File: src/rtl/etb_pkg.sv
// Shared types and constants of the elimination tree builder.
// Used by etb_ctrl, etb_datapath and elimination_tree_builder; no dependencies.
package etb_pkg;

  localparam int NODES   = 1024;
  localparam int NODE_W  = $clog2(NODES);
  localparam int LINK_W  = NODE_W + 1;
  localparam int TDATA_W = ((2 * NODE_W + 7) / 8) * 8;

  typedef enum logic [2:0] {
    S_CLEAR,
    S_IDLE,
    S_READ,
    S_CHECK,
    S_EMIT
  } etb_state_t;

  typedef struct packed {
    logic clr_en;
    logic load_item;
    logic rd_en;
    logic rd_sel_next;
    logic wr_en;
    logic step;
    logic out_load;
  } etb_cmd_t;

  typedef struct packed {
    logic clr_done;
    logic walk_needed;
    logic link_valid;
    logic link_below;
    logic out_free;
  } etb_sts_t;

endpackage

File: src/rtl/etb_ctrl.sv
// Controller state machine of the elimination tree builder.
// Depends on etb_pkg; drives etb_datapath through etb_cmd_t.
module etb_ctrl (
  input  logic              clk,
  input  logic              rst,
  input  logic              s_tvalid,
  output logic              s_tready,
  input  etb_pkg::etb_sts_t sts,
  output etb_pkg::etb_cmd_t cmd
);

  etb_pkg::etb_state_t state, state_next;

  always_ff @(posedge clk) begin
    if (rst) begin
      state <= etb_pkg::S_CLEAR;
    end else begin
      state <= state_next;
    end
  end

  always_comb begin
    state_next = state;
    unique case (state)
      etb_pkg::S_CLEAR: begin
        if (sts.clr_done) state_next = etb_pkg::S_IDLE;
      end
      etb_pkg::S_IDLE: begin
        if (s_tvalid && sts.walk_needed) state_next = etb_pkg::S_READ;
      end
      etb_pkg::S_READ: begin
        state_next = etb_pkg::S_CHECK;
      end
      etb_pkg::S_CHECK: begin
        if (!sts.link_valid) begin
          state_next = sts.out_free ? etb_pkg::S_IDLE : etb_pkg::S_EMIT;
        end else if (!sts.link_below) begin
          state_next = etb_pkg::S_IDLE;
        end
      end
      etb_pkg::S_EMIT: begin
        if (sts.out_free) state_next = etb_pkg::S_IDLE;
      end
      default: state_next = etb_pkg::S_CLEAR;
    endcase
  end

  always_comb begin
    cmd      = '0;
    s_tready = 1'b0;
    unique case (state)
      etb_pkg::S_CLEAR: begin
        cmd.clr_en = 1'b1;
      end
      etb_pkg::S_IDLE: begin
        s_tready      = 1'b1;
        cmd.load_item = s_tvalid;
      end
      etb_pkg::S_READ: begin
        cmd.rd_en = 1'b1;
      end
      etb_pkg::S_CHECK: begin
        cmd.wr_en = 1'b1;
        if (!sts.link_valid) begin
          cmd.out_load = sts.out_free;
        end else if (sts.link_below) begin
          cmd.rd_en       = 1'b1;
          cmd.rd_sel_next = 1'b1;
          cmd.step        = 1'b1;
        end
      end
      etb_pkg::S_EMIT: begin
        cmd.out_load = sts.out_free;
      end
      default: begin
        cmd = '0;
      end
    endcase
  end

  a_check_after_read: assert property (@(posedge clk) disable iff (rst)
    state == etb_pkg::S_CHECK |->
      $past(state) == etb_pkg::S_READ || $past(state) == etb_pkg::S_CHECK)
    else $error("check state entered without a read");

  a_walk_starts: assert property (@(posedge clk) disable iff (rst)
    (state == etb_pkg::S_IDLE && s_tvalid && s_tready && sts.walk_needed)
      |=> state == etb_pkg::S_READ)
    else $error("accepted entry above diagonal did not start a walk");

  a_clear_holds_input: assert property (@(posedge clk) disable iff (rst)
    cmd.clr_en |-> !s_tready && !cmd.wr_en)
    else $error("request or link write during clearing pass");

endmodule

File: config.mk
export PLATFORM = sky130hd
export DESIGN_NAME = etb_ctrl
export DESIGN_NICKNAME = d
export VERILOG_FILES = /design/src/rtl/etb_pkg.sv /design/src/rtl/etb_ctrl.sv
export SDC_FILE = /design/constraint.sdc
export NUM_CORES = 1
export LEC_CHECK = 0
export ABC_CLOCK_PERIOD_IN_PS = 1510
export BUFFER_PORTS_ARGS = -buffer_cell sky130_fd_sc_hd__buf_2
export CAP_MARGIN = 20
export CORE_AREA = 2 2 39 41
export DETAILED_ROUTE_END_ITERATION = 12
export DIE_AREA = 0 0 41 43
export MAX_ROUTING_LAYER = met4
export SYNTH_ARGS = -nofsm -noshare
export SYNTH_HDL_FRONTEND = slang
export SYNTH_SLANG_ARGS = --single-unit
File: constraint.sdc
create_clock -name clk -period 1.51 [get_ports clk]
set_clock_uncertainty 0.1 [all_clocks]
set_input_delay 0.2265 -clock clk [delete_from_list [all_inputs] [get_ports clk]]
set_output_delay 0.2265 -clock clk [all_outputs]
set_load 0.005 [all_outputs]
==> results of run 1 <==
[stage by stage]
stage	setup WS, ns	hold slack [ns]	power, mW	utilization, %	instances
after floorplan	0.334	0.203	0.118	-	25
after global placement	0.131	0.336	0.143	21.6	55
after detailed placement	0.145	0.338	0.144	21.6	55
after CTS	-0.0131	0.0814	0.289	26.6	63
after global routing	-0.0609	0.0910	0.311	28.2	64
final	0.0139	0.0833	0.290	28.2	64
[worst max path at each step]
stage,to,slack (ns)
finish,cmd[0],0.01
floorplan,cmd[3],0.33
global route,cmd[0],-0.06
global placement,cmd[0],0.13
CTS,cmd[0],-0.01
detailed placement,cmd[0],0.15
[Yosys cell counts]
cell type  n  share of area, %
nor2b_1    1               3.0
a21boi_2   1               5.3
nor3b_2    1               5.9
nor3_1     2               4.7
o21ai_0    1               2.4
nand2_1    1               1.8
a2bb2oi_1  1               4.1
o21ba_1    1               4.7
and2_1     1               3.0
dfxtp_1    3                28
and3_1     1               3.0
nor2_2     1               3.0
a21oi_1    2               4.7
inv_1      1               1.8
nor2_1     1               1.8
o31a_1     1               4.1
mux2i_1    1               4.7
nand3b_1   1               3.6
nand2b_1   1               3.0
buf_4      1               3.6
a22oi_1    1               3.6
[kinds of logic (layout without fill, tap and decap cells)]
family	count (synthesis)	in the layout
and+or+nand+nor	11	11
AOI/OAI and AO/OA	8	8
DFF	3	3
buffers and inverters	2	25
muxes	1	1
[report_power, final]
part | leakage [nW] | switching [mW] | total (mW) | internal, mW
sequential | 0.0267 | 0.00797 | 0.0899 | 0.0820
clock | 0.0150 | 0.0386 | 0.137 | 0.0988
combinational | 0.156 | 0.0247 | 0.0623 | 0.0376
[layout make-up]
type / count / area, um^2
Multi-Input combinational cell: 20 / 156
Tap cell: 16 / 20.0
Inverter: 1 / 3.75
Fill cell: 163 / 993
Sequential cell: 3 / 71.3
Clock buffer: 4 / 26.3
Timing Repair Buffer: 20 / 113
[layer usage]
layer / global-route usage [%] / vias up / wire (um)
met1: 6.71 / 130 / 186
li1: - / 139 / -
met5: - / - / 0
met2: 13.1 / 6 / 355
met4: 6.00 / 0 / 4
met3: 4.71 / 2 / 39
[timing repair]
action                     4_1_cts  5_1_grt
setup endpoints to repair        1        3
setup buffers                    4        1
pin swaps                        2        3
resized for setup                5        4
hold endpoints to repair         0        0
==> metrics.yaml, run 1 <==
antenna_found_initial: 0
startpoint_type: "register"
hold_start: "rst"
rows: 14
grt_pass1_vias: 232
clkSlewWorstSetupHoldPaths_ns: 0.04
finalSetupViolCount: 0
top_regs: "state (3)"
crit_path_end_kind: "output pin"
nets: 57
synth_xor_area_share_pct: 0
crit_buf_inv: 1
slowest_delay_ns: 0.33
antenna_cells: 0
leakagePower_nw: 0.197
die_y_um: 43
outcome: "finished clean"
fin_crit_sh_pct: 99.1
crit_type: "register to output pin"
synth_area_um2: 211
synth-seq-cells: 3
largest_reg_flops: 3
routed_wirelength_um: 586
grt_pass1_wl_um: 910
cts_buffers: 3
dpl-instance-area_um2: 299
whs_path_depth: 2
synth.area.mux_share_pct: 4.73
r2r_end: "state[0]"
routedWlPerCell_um: 9.16
clock_tree.root_cell: "clkbuf_4"
port-buffer-count: 15
yosysWarnings: 0
fin_tns_setup_ns: 0
fp.dieArea_mm2: 0.00176
syn_area_per_cell_um2: 8.46
critical_path_peak_fanout: 3
gp_congestion: 0.672
synth-compound-area-share_pct: 29.0
h-tree-depth: 1
ant_nets: 0
overflow: 0
min_path_type: "input port to register"
viasPerCell: 4.33
grt_max_degree: 8
ios: 16
crit_chain: "nand3b_1 > a2bb2oi_2 > nor2b_1 > buf_2"
clk_latency_ns: 0.23
max_slew_margin_pct: 88.1
synth-simple-area-share_pct: 32.5
worst_slew_pin_slew_ns: 0.178
dr.pass1.iters: 1
final_common_cell: "buf_2"
crit_arrival_ns: 1.17
cp.required_ns: 1.18
synthAdderAreaFrac_pct: 0
placeableCoreArea_mm2: 0.00138
hold_end: "state[2]"
synth_top_family_by_area: "simple AND/OR/NAND/NOR gates"
start_util_pct: 15.3
r2r-start: "state[2]"
area_growth_pct: 84.6
crit_cells: 4
power-per-cell-area_mw_per_mm2: 742
clockBufferDepth: 2
yosysUniqueCellTypes: 21
largest-register: "state"
max_freq_ghz: 0.668
slowest_stage: "dfxtp_4"
final_area_um2: 390
rrSetupSlack_ns: 0.25
first_iter_violations: 0
track_usage_pct: 8.32
critPathLaunch: "state[2]"
cap_violations: 0
rsz0062_at_grt: "true"
clock_sinks: 3
period_minus_slack_ns: 1.50
r2r_cells: 5
critPathTopFamily: "flip-flops"
finalHoldViolCount: 0
cts_hold_buffers: 0
final_max_slew_viol_count: 0
tritoncts: "built"
vias: 277
detail_route.drc_violations: 0
synth_seq_area_share_pct: 28.4
irDropWorstVdd_uv: 248
syn_nets: 33
synthCells: 25
fp.dieW_um: 41
drive_gt1_share_pct: 64.6
mostFrequentLayoutCells: "buf_2, buf_4, clkbuf_4, dfxtp_4, nor3_1"
Power figures use the tool's default switching activity.
==> run 2: changes to the inputs <==
- ABC_CLOCK_PERIOD_IN_PS: 1510 -> 1600
- clock period: 1.51 -> 1.6 ns (I/O delays scaled with it)
==> run 2 against run 1 <==
Net effect:
- via count shrank 9.7%
- combinational power down 20%
- sequential power down 6.1%
- clock power shrank 5%
- power shrank 8.8%
- global-route usage down 1.2 points
- critical path depth did not move
- register-to-register slack improved by 0.15 ns
- routed wire length decreased by 13%
- cell count decreased by 4.7%
- design area down 9.6%
- die area unchanged
- critical endpoint unchanged
==> metrics.yaml, run 2 (same netlist as run 1, synthesis figures left out) <==
outcome: "finished clean"  # unchanged
r2r_cells: 4  # was 5
fp.dieW_um: 41  # unchanged
die_y_um: 43  # unchanged
clockBufferDepth: 2  # unchanged
finalSetupViolCount: 0  # unchanged
crit_type: "register to output pin"  # unchanged
min_path_type: "input port to register"  # unchanged
worst_slew_pin_slew_ns: 0.200  # was 0.178 ns
fp.dieArea_mm2: 0.00176  # unchanged
max_slew_margin_pct: 86.6  # was 88.1%
top_regs: "state (3)"  # unchanged
area_growth_pct: 66.9  # was 84.6%
grt_pass1_vias: 205  # was 232
largest_reg_flops: 3  # unchanged
cp.required_ns: 1.26  # was 1.18 ns
tritoncts: "built"  # unchanged
finalHoldViolCount: 0  # unchanged
clock_tree.root_cell: "clkbuf_4"  # unchanged
cts_hold_buffers: 0  # unchanged
crit_arrival_ns: 1.22  # was 1.17 ns
nets: 54  # was 57
placeableCoreArea_mm2: 0.00138  # unchanged
hold_end: "state[2]"  # unchanged
routed_wirelength_um: 508  # was 586 um
gp_congestion: 0.672  # unchanged
final_max_slew_viol_count: 0  # unchanged
whs_path_depth: 2  # unchanged
irDropWorstVdd_uv: 226  # was 248 uV
timing.hold.ws_ns: 0.0974  # was 0.0833 ns
drive_gt1_share_pct: 60.0  # was 64.6%
hold_start: "rst"  # unchanged
dr.pass1.iters: 1  # unchanged
cts_buffers: 3  # unchanged
r2r_end: "state[2]"  # was state[0]
max_freq_ghz: 0.641
grt_max_degree: 8  # unchanged
r2r-start: "state[2]"  # unchanged
dp.cells: 55  # unchanged
critical_path_peak_fanout: 6  # was 3
power-per-cell-area_mw_per_mm2: 749  # was 742 mW/mm^2
cap_violations: 0  # unchanged
fin_crit_sh_pct: 97.5
leakagePower_nw: 0.183  # was 0.197 nW
clk_latency_ns: 0.23  # about the same
final_cells: 61  # was 64
crit_path_end_kind: "output pin"  # unchanged
track_usage_pct: 7.08  # was 8.32%
h-tree-depth: 1  # unchanged
vias: 250  # was 277
antenna_found_initial: 0  # unchanged
port-buffer-count: 15  # unchanged
largest-register: "state"  # unchanged
final_util_pct: 25.5  # was 28.2%
ant_nets: 0  # unchanged
detail_route.drc_violations: 0  # unchanged
overflow: 0  # unchanged
mostFrequentLayoutCells: "buf_2, clkbuf_4"  # was buf_2, buf_4, clkbuf_4, dfxtp_4, nor3_1
period_minus_slack_ns: 1.56
clkSlewWorstSetupHoldPaths_ns: 0.04  # about the same
rows: 14  # unchanged
startpoint_type: "register"  # unchanged
start_util_pct: 15.3  # unchanged
rrSetupSlack_ns: 0.40  # was 0.25 ns
clock_sinks: 3  # unchanged
grt_pass1_wl_um: 752  # was 910 um
first_iter_violations: 0  # unchanged
antenna_cells: 0  # unchanged
rsz0062_at_grt: "true"  # unchanged
p_total_mw: 0.264  # was 0.290 mW
final_common_cell: "buf_2"  # unchanged
viasPerCell: 4.10  # was 4.33
routedWlPerCell_um: 8.33  # was 9.16 um
ios: 16  # unchanged
-- run 2: cell count changes in the layout (fill, tap and decap cells not counted) --
cell / previous run / this run
buf_4: 5 / 2
dfxtp_2: 0 / 2
dfxtp_4: 3 / 1
a21oi_1: 1 / 2
a21oi_2: 1 / 0
nor3b_2: 0 / 1
nor3b_4: 1 / 0
-- run 2: metrics by stage --
step                      setup TNS [ns]  area (um^2)  setup slack (ns)
final                                  0          353            0.0396
after global routing             -0.0312          353           -0.0312
after CTS                              0          327            0.0158
after detailed placement               0          299             0.222
after global placement                 0          299             0.208
after floorplan                        0          211             0.411
-- run 2: worst max-delay path by stage --
stage             start     end  cells past startpoint
2_1_floorplan  state[2]  cmd[3]                      3
3_3_place_gp   state[2]  cmd[0]                      4
3_5_place_dp   state[2]  cmd[0]                      4
4_1_cts        state[1]  cmd[0]                      4
5_1_grt        state[2]  cmd[0]                      4
6_report       state[2]  cmd[0]                      4
-- run 2: repair_timing --
| item | 4_1_cts | 5_1_grt |
|---|---|---|
| pin swaps | 0 | 2 |
| resized for setup | 1 | 4 |
| endpoints found under the setup margin | 1 | 1 |
| buffers inserted | 0 | 2 |
| hold endpoints to repair | 0 | 0 |
-- run 2: final cells by class --
cell class / instances / area (um^2)
multi-input cells: 20 / 146
flip-flops and latches: 3 / 66.3
repair buffers: 17 / 90.1
inverters: 1 / 3.75
clock buffers: 4 / 26.3
well taps: 16 / 20.0
fillers: 166 / 1030
-- run 2: power breakdown --
part           total [mW]  switching, mW  internal (mW)
Sequential         0.0844        0.00579         0.0786
Clock               0.130         0.0364         0.0933
Combinational      0.0501         0.0213         0.0288
-- run 2: worst max-delay path: stages, from the launching register on --
cell and delay, ns:
dfxtp_4 0.35, nand3b_1 0.23, a2bb2oi_2 0.20, nor2b_1 0.10
buf_2 0.11
-- run 2: layer usage --
| layer | up-vias | wire, um | track usage [%] |
|---|---|---|---|
| li1 | 133 | - | - |
| met1 | 109 | 173 | 5.43 |
| met2 | 6 | 290 | 10.6 |
| met3 | 2 | 39 | 4.71 |
| met4 | 0 | 4 | 6.00 |
| met5 | - | 0 | - |
==> run 3: changes to the inputs <==
- CELL_PAD_IN_SITES_DETAIL_PLACEMENT: default -> 0
- CELL_PAD_IN_SITES_GLOBAL_PLACEMENT: default -> 2
- PLACE_DENSITY_LB_ADDON: default -> 0.1
==> run 3 against run 2 <==
Net effect:
- sequential cell count unchanged
- global-route usage up 0.73 points
- via count up 2.4%
- routed wire length up 12%
- worst hold slack better by 0.015 ns
- first-iteration DRC count up 2
- critical endpoint is now cmd[3]
- largest power group unchanged
==> metrics.yaml, run 3 (same netlist as run 1, synthesis figures left out) <==
vias: 256  # was 250
h-tree-depth: 1  # unchanged
mostFrequentLayoutCells: "buf_2, clkbuf_4, buf_4"  # was buf_2, clkbuf_4
max_freq_ghz: 0.676  # was 0.641 GHz
start_util_pct: 15.3  # unchanged
cp.required_ns: 1.26  # about the same
antenna_cells: 0  # unchanged
overflow: 0  # unchanged
r2r_cells: 4  # unchanged
crit_arrival_ns: 1.14  # was 1.22 ns
critical_path_peak_fanout: 7  # was 6
dp.cells: 56  # was 55
finalSetupViolCount: 0  # unchanged
slowest_delay_ns: 0.38  # was 0.35 ns
clock_tree.root_cell: "clkbuf_4"  # unchanged
leakagePower_nw: 0.186  # was 0.183 nW
rsz0062_at_grt: "false"  # was true
min_path_type: "input port to register"  # unchanged
r2r_end: "state[0]"  # was state[2]
worst_slew_pin_slew_ns: 0.204  # was 0.200 ns
detailedPlace.worstSlack_ns: 0.249  # was 0.222 ns
grt_pass1_vias: 229  # was 205
ios: 16  # unchanged
finalHoldViolCount: 0  # unchanged
routedWlPerCell_um: 9.18  # was 8.33 um
antenna_found_initial: 0  # unchanged
clockBufferDepth: 2  # unchanged
track_usage_pct: 7.82  # was 7.08%
die_y_um: 43  # unchanged
fp.dieW_um: 41  # unchanged
final_max_slew_viol_count: 0  # unchanged
area_growth_pct: 65.7  # was 66.9%
pwr-share-seq_pct: 32.4  # was 31.9%
power.switching_mw: 0.0635  # about the same
r2r-start: "state[2]"  # unchanged
first_iter_violations: 2  # was 0
irDropWorstVdd_uv: 229  # was 226 uV
placeableCoreArea_mm2: 0.00138  # unchanged
sw_frac_of_total_pct: 23.9  # was 24.0%
grt_max_degree: 8  # unchanged
timing.hold.ws_ns: 0.113  # was 0.0974 ns
ant_nets: 0  # unchanged
p_total_mw: 0.266  # was 0.264 mW
clkPwrFrac_pct: 48.8  # was 49.1%
dpl-instance-area_um2: 307  # was 299 um^2
rrSetupSlack_ns: 0.45  # was 0.40 ns
crit_path_end_kind: "output pin"  # unchanged
final_common_cell: "buf_2"  # unchanged
fp.dieArea_mm2: 0.00176  # unchanged
clk_latency_ns: 0.23  # about the same
fin_crit_sh_pct: 92.5  # was 97.5%
crit_type: "register to output pin"  # unchanged
fin_tns_setup_ns: 0  # unchanged
crit_chain: "nand3b_1 > buf_4 > nor2_2 > buf_2"  # was nand3b_1 > a2bb2oi_2 > nor2b_1 > buf_2
nets: 55  # was 54
cap_violations: 0  # unchanged
outcome: "finished clean"  # unchanged
final_cells: 62  # was 61
max_slew_margin_pct: 86.4  # was 86.6%
gp_congestion: 0.603  # was 0.672
layout_setup_ws_ns: 0.120  # was 0.0396 ns
dr.pass1.iters: 3  # was 1
power-per-cell-area_mw_per_mm2: 760  # was 749 mW/mm^2
cts_hold_buffers: 0  # unchanged
p_int_mw: 0.203  # was 0.201 mW
largest-register: "state"  # unchanged
cts_buffers: 3  # unchanged
rows: 14  # unchanged
final_area_um2: 350  # was 353 um^2
drive_gt1_share_pct: 56.5  # was 60.0%
tritoncts: "built"  # unchanged
endpoint: "cmd[3]"  # was cmd[0]
port-buffer-count: 15  # unchanged
comb_power_share_pct: 18.7  # was 19.0%
critPathLaunch: "state[1]"  # was state[2]
top_regs: "state (3)"  # unchanged
routed_wirelength_um: 569  # was 508 um
period_minus_slack_ns: 1.48  # was 1.56 ns
detail_route.drc_violations: 0  # unchanged
final_util_pct: 25.3  # was 25.5%
grt_pass1_wl_um: 890  # was 752 um
largest_reg_flops: 3  # unchanged
viasPerCell: 4.13  # was 4.10
clock_sinks: 3  # unchanged
startpoint_type: "register"  # unchanged
clkSlewWorstSetupHoldPaths_ns: 0.04  # about the same
slowest_stage: "dfxtp_2"  # was dfxtp_4
## run 3: power by group through the flow
stage,clock network (mW),logic (mW),registers (mW)
5_1_grt,0.145,0.0565,0.0870
4_1_cts,0.138,0.0502,0.0856
6_report,0.130,0.0499,0.0863
3_3_place_gp,0,0.0501,0.0868
3_5_place_dp,0,0.0500,0.0864
2_1_floorplan,0,0.0262,0.0851
## run 3: final cells by class
class,instances,area (um^2)
tap,16,20.0
timing repair buffer,18,97.6
multi-input combinational,20,140
clock buffer,4,26.3
inverter,1,3.75
fill,168,1030
sequential,3,62.6
## run 3: worst min-delay path by stage
stage / start / end / cells past startpoint
5_1_grt: rst / state[2] / 2
4_1_cts: rst / state[2] / 2
2_1_floorplan: rst / state[2] / 1
3_3_place_gp: sts[0] / state[2] / 2
3_5_place_dp: rst / state[2] / 2
6_report: rst / state[2] / 2
## run 3: critical path: cells and delay by family, from the launching register on
kind                   cells  cell delay, ns
and+or+nand+nor            2            0.24
buffers and inverters      2            0.28
DFF                        1            0.38
## run 3: repair_timing
action / CTS / global route
setup buffers: 0 / 2
cloned: 0 / 0
pin swaps: 0 / 1
resized for setup: 1 / 1
setup endpoints to repair: 1 / 1
hold endpoints to repair: 0 / 0
## run 3: per-layer routing
| layer | track usage [%] | routed length (um) |
|---|---|---|
| met5 | - | 0 |
| met1 | 9.00 | 237 |
| met4 | 6.00 | 0 |
| met3 | 3.14 | 35 |
| met2 | 10.3 | 296 |
